`config.mk`:
```
export PLATFORM = sky130hd
export DESIGN_NAME = integer_to_ieee_float_bits_unit
export DESIGN_NICKNAME = d
export VERILOG_FILES = /design/src/rtl/i2f_pkg.sv /design/src/rtl/i2f_lod.sv /design/src/rtl/i2f_norm.sv /design/src/rtl/integer_to_ieee_float_bits_unit.sv
export SDC_FILE = /design/constraint.sdc
export NUM_CORES = 1
export LEC_CHECK = 0
export BUFFER_PORTS_ARGS = -buffer_cell sky130_fd_sc_hd__buf_2
export CAP_MARGIN = 20
export CORE_MARGIN = 2
export CORE_UTILIZATION = 60
export DETAILED_ROUTE_END_ITERATION = 8
export GPL_ROUTABILITY_DRIVEN = 0
export PLACE_DENSITY = 0.81
export RECOVER_POWER = 50
export SLEW_MARGIN = 25
export SYNTH_ARGS = -nofsm -noshare
export SYNTH_HDL_FRONTEND = slang
export SYNTH_SLANG_ARGS = --single-unit
```
`constraint.sdc`:
```
create_clock -name clk -period 4.25 [get_ports clk]
set_input_delay 0.425 -clock clk [delete_from_list [all_inputs] [get_ports clk]]
set_output_delay 0.425 -clock clk [all_outputs]
set_load 0.05 [all_outputs]
```
`src/rtl/i2f_pkg.sv`:
```
`timescale 1ns / 1ps

package i2f_pkg;

	// Output format selected by the configuration register.
	typedef enum logic {
		FMT_SINGLE = 1'b0,
		FMT_DOUBLE = 1'b1
	} fmt_t;

	// Exponent biases of binary32 and binary64.
	localparam logic [7:0]  SP_BIAS = 8'd127;
	localparam logic [10:0] DP_BIAS = 11'd1023;

	// Fraction field widths.
	localparam int SP_FRAC_BITS = 23;
	localparam int DP_FRAC_BITS = 52;

	// Request after sign split: format, sign and magnitude.
	typedef struct packed {
		fmt_t        fmt;
		logic        sign;
		logic [63:0] mag;
	} mag_stage_t;

	// Request after leading-one detect.
	typedef struct packed {
		fmt_t        fmt;
		logic        sign;
		logic        zero;
		logic [5:0]  lead;
		logic [63:0] mag;
	} lead_stage_t;

endpackage

```
`src/rtl/i2f_lod.sv`:
```
`timescale 1ns / 1ps

module i2f_lod (
	input  logic                     clk,
	input  logic                     arst_n,
	input  logic                     valid_s1,
	input  i2f_pkg::mag_stage_t      data_s1,
	output logic                     valid_s2,
	output i2f_pkg::lead_stage_t     data_s2
);
	import i2f_pkg::*;

	logic [5:0] lead;

	// Priority encoder: position of the highest set bit of the magnitude.
	always_comb begin
		lead = 6'd0;
		for (int i = 0; i < 64; i++) begin
			if (data_s1.mag[i]) begin
				lead = 6'(i);
			end
		end
	end

	// Valid bit of the second stage.
	always_ff @(posedge clk or negedge arst_n) begin
		if (!arst_n) begin
			valid_s2 <= 1'b0;
		end else begin
			valid_s2 <= valid_s1;
		end
	end

	// Payload of the second stage.
	always_ff @(posedge clk) begin
		if (valid_s1) begin
			data_s2.fmt  <= data_s1.fmt;
			data_s2.sign <= data_s1.sign;
			data_s2.zero <= (data_s1.mag == 64'd0);
			data_s2.lead <= lead;
			data_s2.mag  <= data_s1.mag;
		end
	end

endmodule

```
`src/rtl/i2f_norm.sv`:
```
`timescale 1ns / 1ps

module i2f_norm (
	input  logic                     clk,
	input  logic                     arst_n,
	input  logic                     valid_s2,
	input  i2f_pkg::lead_stage_t     data_s2,
	output logic                     valid_s3,
	output logic [63:0]              bits_s3
);
	import i2f_pkg::*;

	logic [63:0] norm;
	logic [63:0] packed_bits;

	// Shift the leading one up to bit 63; the fraction lies right below it.
	assign norm = data_s2.mag << (6'd63 - data_s2.lead);

	// Assemble sign, biased exponent and truncated fraction.
	always_comb begin
		if (data_s2.zero) begin
			packed_bits = 64'd0;
		end else if (data_s2.fmt == FMT_DOUBLE) begin
			packed_bits = {data_s2.sign, DP_BIAS + {5'd0, data_s2.lead},
				norm[62 -: DP_FRAC_BITS]};
		end else begin
			packed_bits = {32'd0, data_s2.sign, SP_BIAS + {2'd0, data_s2.lead},
				norm[62 -: SP_FRAC_BITS]};
		end
	end

	// Valid bit of the output stage.
	always_ff @(posedge clk or negedge arst_n) begin
		if (!arst_n) begin
			valid_s3 <= 1'b0;
		end else begin
			valid_s3 <= valid_s2;
		end
	end

	// Output register.
	always_ff @(posedge clk) begin
		if (valid_s2) begin
			bits_s3 <= packed_bits;
		end
	end

endmodule

```
`src/rtl/integer_to_ieee_float_bits_unit.sv`:
```
`timescale 1ns / 1ps

// Converts a signed 64-bit integer to its IEEE-754 bit pattern, binary32 in the
// low half (upper half zero) or binary64, as cfg_wdata last wrote through cfg_we.
// The fraction is truncated toward zero; zero gives +0.0. A request is taken on
// every cycle that start is high, since busy stays low: the three register stages
// (sign split, leading-one detect, normalize and pack) never stall. Each result
// appears on float_bits for one cycle with done high, in request order. The receiver
// cannot hold results off, so it must take each one in the cycle it is shown.
module integer_to_ieee_float_bits_unit (
	input  logic               clk,
	input  logic               arst_n,
	input  logic               start,
	output logic               busy,
	input  logic signed [63:0] int_value,
	input  logic               cfg_we,
	input  logic               cfg_wdata,
	output logic               done,
	output logic [63:0]        float_bits
);
	import i2f_pkg::*;

	fmt_t        fmt_q;
	logic        valid_s1;
	mag_stage_t  data_s1;
	logic        valid_s2;
	lead_stage_t data_s2;

	// The pipeline never stalls.
	assign busy = 1'b0;

	// Format register.
	always_ff @(posedge clk or negedge arst_n) begin
		if (!arst_n) begin
			fmt_q <= FMT_SINGLE;
		end else if (cfg_we) begin
			fmt_q <= fmt_t'(cfg_wdata);
		end
	end

	// First stage valid bit.
	always_ff @(posedge clk or negedge arst_n) begin
		if (!arst_n) begin
			valid_s1 <= 1'b0;
		end else begin
			valid_s1 <= start && !busy;
		end
	end

	// First stage: split sign and magnitude; the most negative value wraps to 2^63.
	always_ff @(posedge clk) begin
		if (start && !busy) begin
			data_s1.fmt  <= fmt_q;
			data_s1.sign <= int_value[63];
			data_s1.mag  <= int_value[63] ? (64'd0 - int_value) : int_value;
		end
	end

	i2f_lod u_lod (
		.clk      (clk),
		.arst_n   (arst_n),
		.valid_s1 (valid_s1),
		.data_s1  (data_s1),
		.valid_s2 (valid_s2),
		.data_s2  (data_s2)
	);

	i2f_norm u_norm (
		.clk      (clk),
		.arst_n   (arst_n),
		.valid_s2 (valid_s2),
		.data_s2  (data_s2),
		.valid_s3 (done),
		.bits_s3  (float_bits)
	);

	// A request produces exactly one result.
	a_latency: assert property (@(posedge clk) disable iff (!arst_n)
		(start && !busy) |=> ##2 done)
		else $error("request did not produce a result after three cycles");

	a_no_spurious: assert property (@(posedge clk) disable iff (!arst_n)
		!(start && !busy) |=> ##2 !done)
		else $error("result without a request");

	// Zero converts to +0.0 in either format.
	a_zero: assert property (@(posedge clk) disable iff (!arst_n)
		(start && !busy && int_value == 64'sd0) |=> ##2 (float_bits == 64'd0))
		else $error("zero did not convert to +0.0");

	// Single results leave the upper half clear.
	a_single_upper: assert property (@(posedge clk) disable iff (!arst_n)
		(start && !busy && fmt_q == FMT_SINGLE) |=> ##2 (float_bits[63:32] == 32'd0))
		else $error("single result with upper bits set");

endmodule
```
==> summary.txt, run 1 <==
Outcome
  – Status: complete, but fails checks
  – Failing checks: capacitance limit, slew limit

Clock network
  – CTS sink count: 206
  – Clock root cell: clkbuf_16
  – Num CTS Buffers: 20
  – Htree depth: 1
  – Clk slew on worst S/H paths: 0.06 ns
  – CTS max path bufs: 3
  – Clk_lat worst skew: 0.51 ns
  – CTS-repair resized insts: 0
  – CTS tree: built

Synthesis
  – Dominant synthesized flop cell: edfxtp_1
  – Netlist Area Pre-Place: 13200 sq um
  – Yosys top cell by area: edfxtp_1
  – Number of synthesis warnings: 0
  – Synth top area share: 0.460
  – Post-synth EDFFs: 202
  – Synth cell types: 70
  – Register bit total from synthesis: 206
  – FFs w/ async S/R, synth: 0.0194
  – Ranking of synthesized cells by area: edfxtp_1, mux4_2, mux2_2
  – Post-synthesis sequential area ratio: 0.468
  – Syn nets: 1214
  – Mapped Cells: 1143
  – Synth Area per Inst: 11.5 sq um

Die
  – Die height: 152 um
  – CORE AREA: 21700 sq um
  – Site Rows: 54
  – IO Count: 135
  – Initial core utilization: 0.607
  – Die width: 152 um
  – Die area: 23200 sq um

Worst setup path
  – Slowest cell delay on critical path: 0.67 ns
  – CP endpoint kind: flop
  – R2r worst-path depth: 7
  – CP max FO: 82
  – WP data required: 4.50 ns
  – Startpoint types: flop
  – Setup CP Type: reg2reg
  – Slowest CP cell: mux4_2
  – CP Cell Sequence: buf_12, mux4_2, mux2_2, mux2i_1, o22ai_1, a222oi_1, inv_1
  – CP Data Arrival Time: 3.32 ns

Cells and area
  – Nets: 1316
  – Area occupied by multi-input gates: 6600 sq um
  – # diodes: 0
  – Finished Cell Area: 14700 sq um
  – Register Area: 6170 sq um
  – Fill cell count: 1605
  – Share of cells above drive strength 1: 0.227
  – Layout area overhead: 11.2%

Global routing
  – Global-route wire length before repair: 51500 um
  – Largest net degree at the start of global routing: 83
  – Gr ovfl total: 0
  – Initial antenna violation count: 0
  – GRT Overall Usage: 0.276
  – Vias in the first global route: 9434

Routing
  – Via count: 10.3k
  – DR iter-0 viols: 1339
  – Drt first pass iters: 6
  – Detail Route Antenna Nets: 0
  – Via density: 6.71
  – Avg WL per Cell: 21.4 um
  – Drt total wl: 33000 um
  – Drc violations: 0

Power
  – Power Density: 411 nW/um^2
  – Sequential power share: 0.443
  – Clk pwr share: 0.289
  – Peak VDD IR: 0.245 mV
  – Switching Fraction: 0.315
  – Total power draw: 6.03 mW
  – Combinational group share of total power: 0.268
  – NetSw: 1.90 mW
  – Cell-internal power: 4.13 mW
  – Leakage: 5.17 nW

Timing
  – Fin. Hold Viols: 0
  – Period utilisation layout: 0.724
  – WHS: 0.154 ns
  – Final worst slack: 1.17 ns
  – Slew HR: -1.18
  – Unrepaired setup endpoints after global routing: no
  – Pins Over Slew Limit: 179
  – Finish-stage setup viols: 0
  – Setup TNS: 0 ns
  – Skew final: 0.0214 ns
  – Max Freq: 325 MHz
  – Tightest Pin Transition: 3.27 ns
  – Fin crit period: 3.08 ns

Place
  – Final HPWL DP: 24500 um
  – Port buffer count: 133
  – Post-Place Worst Slack: 1.04 ns
  – DP Area: 14000 sq um

Worst hold path
  – Hold Path Stages: 2
  – HP Class: in2reg

Job
  – Maxcap violations: 3
synthesized netlist by cell type, types with 6 or more instances:
cell type / n
mux4_2: 65
or4_1: 7
mux2_2: 56
o22ai_1: 16
a22oi_1: 6
nand4_1: 6
o21a_1: 6
a211oi_1: 18
clkbuf_1: 46
nand3_1: 14
nor3_1: 28
or3_1: 14
and3_1: 7
nor2b_1: 6
o21ai_0: 54
buf_1: 9
a21oi_1: 34
o41ai_1: 8
mux2i_1: 49
nor4_1: 19
edfxtp_1: 202
o31ai_1: 22
nand2_1: 112
and2_1: 8
nand2b_1: 10
o221ai_1: 15
buf_2: 14
a221oi_1: 7
inv_1: 24
nor2_1: 112
xnor2_1: 63
power by group through the flow:
stage | combinational [mW] | clock, mW | sequential (mW)
after floorplan | 0.993 | 0 | 2.81
after global routing | 1.70 | 1.84 | 2.70
final | 1.61 | 1.74 | 2.67
after detailed placement | 1.56 | 0 | 2.71
after global placement | 1.53 | 0 | 2.69
after CTS | 1.57 | 1.77 | 2.67
registers in the layout, summed over array words and instances (netlist names):
signal           count
data_s1             66
fmt_q                1
u_lod.data_s2       72
u_lod.valid_s2       1
u_norm.bits_s3      64
u_norm.valid_s3      1
valid_s1             1
routing by layer:
layer  part of all wire  up-vias  global-route usage  wire length (um)
met5                  0        -                   0                 0
met4              0.057        0               0.145              1890
met3               0.10      144              0.0498              3420
met2               0.45      703               0.426             14900
met1               0.39     4785               0.379             12800
li1                   -     4694                   -                 -
logic make-up (layout without fill, tap and decap cells):
group | after synthesis | count (layout) | synth area share
simple gates | 359 | 359 | 0.131
other cells | 1 | 1 | 0.000285
flops | 206 | 206 | 0.468
compound gates | 242 | 242 | 0.129
fa+ha+maj | 2 | 2 | 0.00190
xor+xnor | 64 | 64 | 0.0426
mux | 170 | 170 | 0.196
buf+inv | 99 | 215 | 0.0310
final cells by class:
| cell class | count | share of cell area |
|---|---|---|
| Multi-Input combinational cell | 838 | 0.450 |
| Sequential cell | 206 | 0.421 |
| Timing Repair Buffer | 154 | 0.0546 |
| Clock buffer | 22 | 0.0361 |
| Tap cell | 280 | 0.0239 |
| Clock inverter | 14 | 0.00777 |
| Inverter | 25 | 0.00640 |
layout by cell type (no fill, tap or decap), types with 8 or more instances in the layout:
| cell | count |
|---|---|
| inv_1 | 24 |
| nand3_1 | 14 |
| o31ai_1 | 22 |
| o41ai_1 | 8 |
| mux4_2 | 65 |
| mux2i_1 | 49 |
| nand2b_1 | 10 |
| clkbuf_16 | 21 |
| buf_2 | 99 |
| edfxtp_1 | 202 |
| o21ai_0 | 54 |
| and2_1 | 8 |
| mux2_2 | 56 |
| buf_4 | 17 |
| o22ai_1 | 16 |
| a211oi_1 | 18 |
| a21oi_1 | 34 |
| clkinv_1 | 8 |
| nor4_1 | 19 |
| clkbuf_1 | 36 |
| nand2_1 | 112 |
| o221ai_1 | 15 |
| nor3_1 | 28 |
| nor2_1 | 112 |
| xnor2_1 | 63 |
| or3_1 | 14 |
critical path, delay by kind of cell, from the launching register on:
family	cells	cell delay, ns
AOI/OAI and AO/OA	2	0.70
muxes	3	1.22
DFF	1	0.37
buffers and inverters	2	0.46
per-stage QoR:
stage	std cells	util
floorplan	1143	-
global placement	1501	0.647
detailed placement	1501	0.647
CTS	1538	0.677
global route	1539	0.676
finish	1539	0.676
final timing paths:
| kind | startpoint | end | slack (ns) |
|---|---|---|---|
| min | cfg_wdata | fmt_q | 0.15 |
| max reg2reg | u_lod.data_s2[65] | u_norm.bits_s3[10] | 1.17 |
| min in group asynchronous | arst_n | u_norm.valid_s3 | 0.27 |
| max in group asynchronous | arst_n | valid_s1 | 3.81 |
| min reg2reg | data_s1[64] | u_lod.data_s2[71] | 0.42 |
| max | u_lod.data_s2[65] | u_norm.bits_s3[10] | 1.17 |
timing repair:
item                      in CTS  in global routing
hold endpoints to repair       4                  0
setup buffers                  0                  0
hold buffers                   1                  0
Power figures use the tool's default switching activity.
==> run 2: changes to the inputs <==
Clock period 4.25 ns to 2.9 ns, I/O delays scaled along.
==> summary.txt, run 2 (synthesis gave the netlist of run 1 again) <==
Outcome
  – Status: complete, but fails checks (unchanged)
  – Failing checks: capacitance limit, slew limit (unchanged)

Routing
  – Via density: 6.72 (was 6.71)
  – DR iter-0 viols: 1397 (was 1339)
  – Drt total wl: 33900 um (was 33000 um)
  – Via count: 10.5k (was 10.3k)
  – Detail Route Antenna Nets: 0 (unchanged)
  – Drt first pass iters: 7 (was 6)
  – Drc violations: 0 (unchanged)
  – Avg WL per Cell: 21.6 um (was 21.4 um)

Worst setup path
  – CP endpoint kind: flop (unchanged)
  – Worst setup path startpoint: u_lod.data_s2[64] (was u_lod.data_s2[65])
  – Setup CP Type: reg2reg (unchanged)
  – Flop2flop setup slack: 0.1 ns (was 1.17 ns)
  – Worst flop-to-flop path endpoint: u_norm.bits_s3[9] (was u_norm.bits_s3[10])
  – R2r worst-path depth: 6 (was 7)
  – RR Startpoint: u_lod.data_s2[64] (was u_lod.data_s2[65])
  – CP Capture Point: u_norm.bits_s3[9] (was u_norm.bits_s3[10])
  – Startpoint types: flop (unchanged)
  – WP data required: 3.10 ns (was 4.50 ns)
  – CP max FO: 32 (was 82)
  – CP Data Arrival Time: 3.00 ns (was 3.32 ns)

Clock network
  – Clock root cell: clkbuf_16 (unchanged)
  – CTS sink count: 206 (unchanged)
  – CTS tree: built (unchanged)
  – Clk_lat worst skew: 0.50 ns (was 0.51 ns)
  – CTS max path bufs: 3 (unchanged)
  – Num CTS Buffers: 21 (was 20)
  – Htree depth: 1 (unchanged)
  – Clk slew on worst S/H paths: 0.06 ns (about the same)

Global routing
  – Global-route wire length before repair: 54100 um (was 51500 um)
  – Vias in the first global route: 9958 (was 9434)
  – Gr ovfl total: 0 (unchanged)
  – GRT Overall Usage: 0.289 (was 0.276)
  – Initial antenna violation count: 0 (unchanged)
  – Largest net degree at the start of global routing: 68 (was 83)

Worst hold path
  – HP Class: in2reg (unchanged)
  – Hold Path Stages: 2 (unchanged)

Cells and area
  – Register Area: 6170 sq um (unchanged)
  – Cell Count, Final, Fillers Out: 1567 (was 1539)
  – Area occupied by multi-input gates: 6620 sq um (was 6600 sq um)
  – Core Util, Final: 0.690 (was 0.676)
  – Fill cell count: 1582 (was 1605)
  – Share of cells above drive strength 1: 0.257 (was 0.227)
  – Max reg flops: 72 (unchanged)
  – Most common cell after layout, fill and taps aside: edfxtp_1 (unchanged)
  – Nets: 1345 (was 1316)
  – Most frequent cells in the layout: edfxtp_1, nor2_1, nand2_1 (unchanged)
  – Layout area overhead: 13.6% (was 11.2%)
  – Top flop regs: u_lod.data_s2 (72), data_s1 (66), u_norm.bits_s3 (64) (unchanged)
  – Top reg by flops: u_lod.data_s2 (unchanged)
  – # diodes: 0 (unchanged)

Power
  – Leakage: 5.35 nW (was 5.17 nW)
  – Peak VDD IR: 0.347 mV (was 0.245 mV)
  – Power Density: 601 nW/um^2 (was 411 nW/um^2)

Die
  – IO Count: 135 (unchanged)
  – Initial core utilization: 0.607 (unchanged)
  – CORE AREA: 21700 sq um (unchanged)
  – Die area: 23200 sq um (unchanged)
  – Die width: 152 um (unchanged)
  – Site Rows: 54 (unchanged)
  – Die height: 152 um (unchanged)

Place
  – Placed cells: 1528 (was 1501)
  – Port buffer count: 133 (unchanged)
  – Final HPWL DP: 25100 um (was 24500 um)

Timing
  – Slew HR: -0.655 (was -1.18)
  – Setup TNS: 0 ns (unchanged)
  – Period utilisation layout: 0.966 (was 0.724)
  – Unrepaired setup endpoints after global routing: no (unchanged)
  – Max Freq: 357 MHz (was 325 MHz)
  – Skew final: 0.0184 ns (was 0.0214 ns)
  – Tightest Pin Transition: 2.48 ns (was 3.27 ns)
  – Fin. Hold Viols: 0 (unchanged)
  – Fin crit period: 2.80 ns (was 3.08 ns)
  – Pins Over Slew Limit: 133 (was 179)
  – Finish-stage setup viols: 0 (unchanged)

Job
  – Maxcap violations: 2 (was 3)
==> run 2: cell types whose count changed in the layout (fill, tap and decap cells not counted), moves of 2 or more <==
cell / delta
clkbuf_1: -9
mux2i_1: -2
clkinv_1: -4
buf_2: +9
buf_4: +24
buf_12: +3
clkinvlp_4: +2
mux2i_2: +2
==> run 2: area by class of cell <==
type / instances / share of cell area
multi-input combinational: 838 / 0.442
sequential: 206 / 0.412
timing repair buffer: 182 / 0.0718
clock buffer: 23 / 0.0356
tap: 280 / 0.0234
clock inverter: 13 / 0.00845
inverter: 25 / 0.00627
==> run 2: per-stage QoR <==
stage / hold slack (ns) / area (sq um) / setup WS (ns) / total power, mW
after floorplan: -0.00559 / 13200 / 0.330 / 5.57
after global placement: 0.0941 / 14300 / 0.197 / 6.26
after detailed placement: 0.0957 / 14300 / 0.108 / 6.32
after CTS: 0.0351 / 14900 / 0.102 / 8.93
after global routing: 0.0492 / 15000 / 0.0616 / 9.32
final: 0.0421 / 15000 / 0.0976 / 9.00
==> run 2: timing repair <==
| item | 4_1_cts | 5_1_grt |
|---|---|---|
| resized for setup | 0 | 6 |
| endpoints found under the setup margin | 0 | 6 |
| hold endpoints to repair | 4 | 0 |
| buffers inserted | 0 | 1 |
| hold buffers | 1 | 0 |
==> run 2: worst max-delay path, stage by stage, from the launching register on <==
cell	delay (ns)
edfxtp_1	0.41
buf_12	0.20
inv_2	0.31
buf_4	0.41
mux2_2	0.41
a221oi_1	0.47
o221ai_1	0.26
==> run 2: where the power goes <==
part | switching (mW) | internal, mW
Clock | 1.11 | 1.51
Sequential | 0.277 | 3.63
Combinational | 1.47 | 1.00
Total | 2.85 | 6.14
==> run 2: worst min path at each step <==
stage / start / to / slack, ns
6_report: cfg_wdata / fmt_q / 0.04
3_3_place_gp: arst_n / fmt_q / 0.09
4_1_cts: cfg_wdata / fmt_q / 0.04
5_1_grt: cfg_wdata / fmt_q / 0.05
2_1_floorplan: arst_n / fmt_q / -0.006
3_5_place_dp: arst_n / u_norm.valid_s3 / 0.1
==> run 2: per-layer routing <==
metal | track usage | wire length [um] | vias to the layer above
met5 | 0 | 0 | -
met4 | 0.150 | 1960 | 0
met3 | 0.0435 | 2940 | 153
met2 | 0.462 | 15900 | 671
met1 | 0.388 | 13100 | 4973
li1 | - | - | 4730
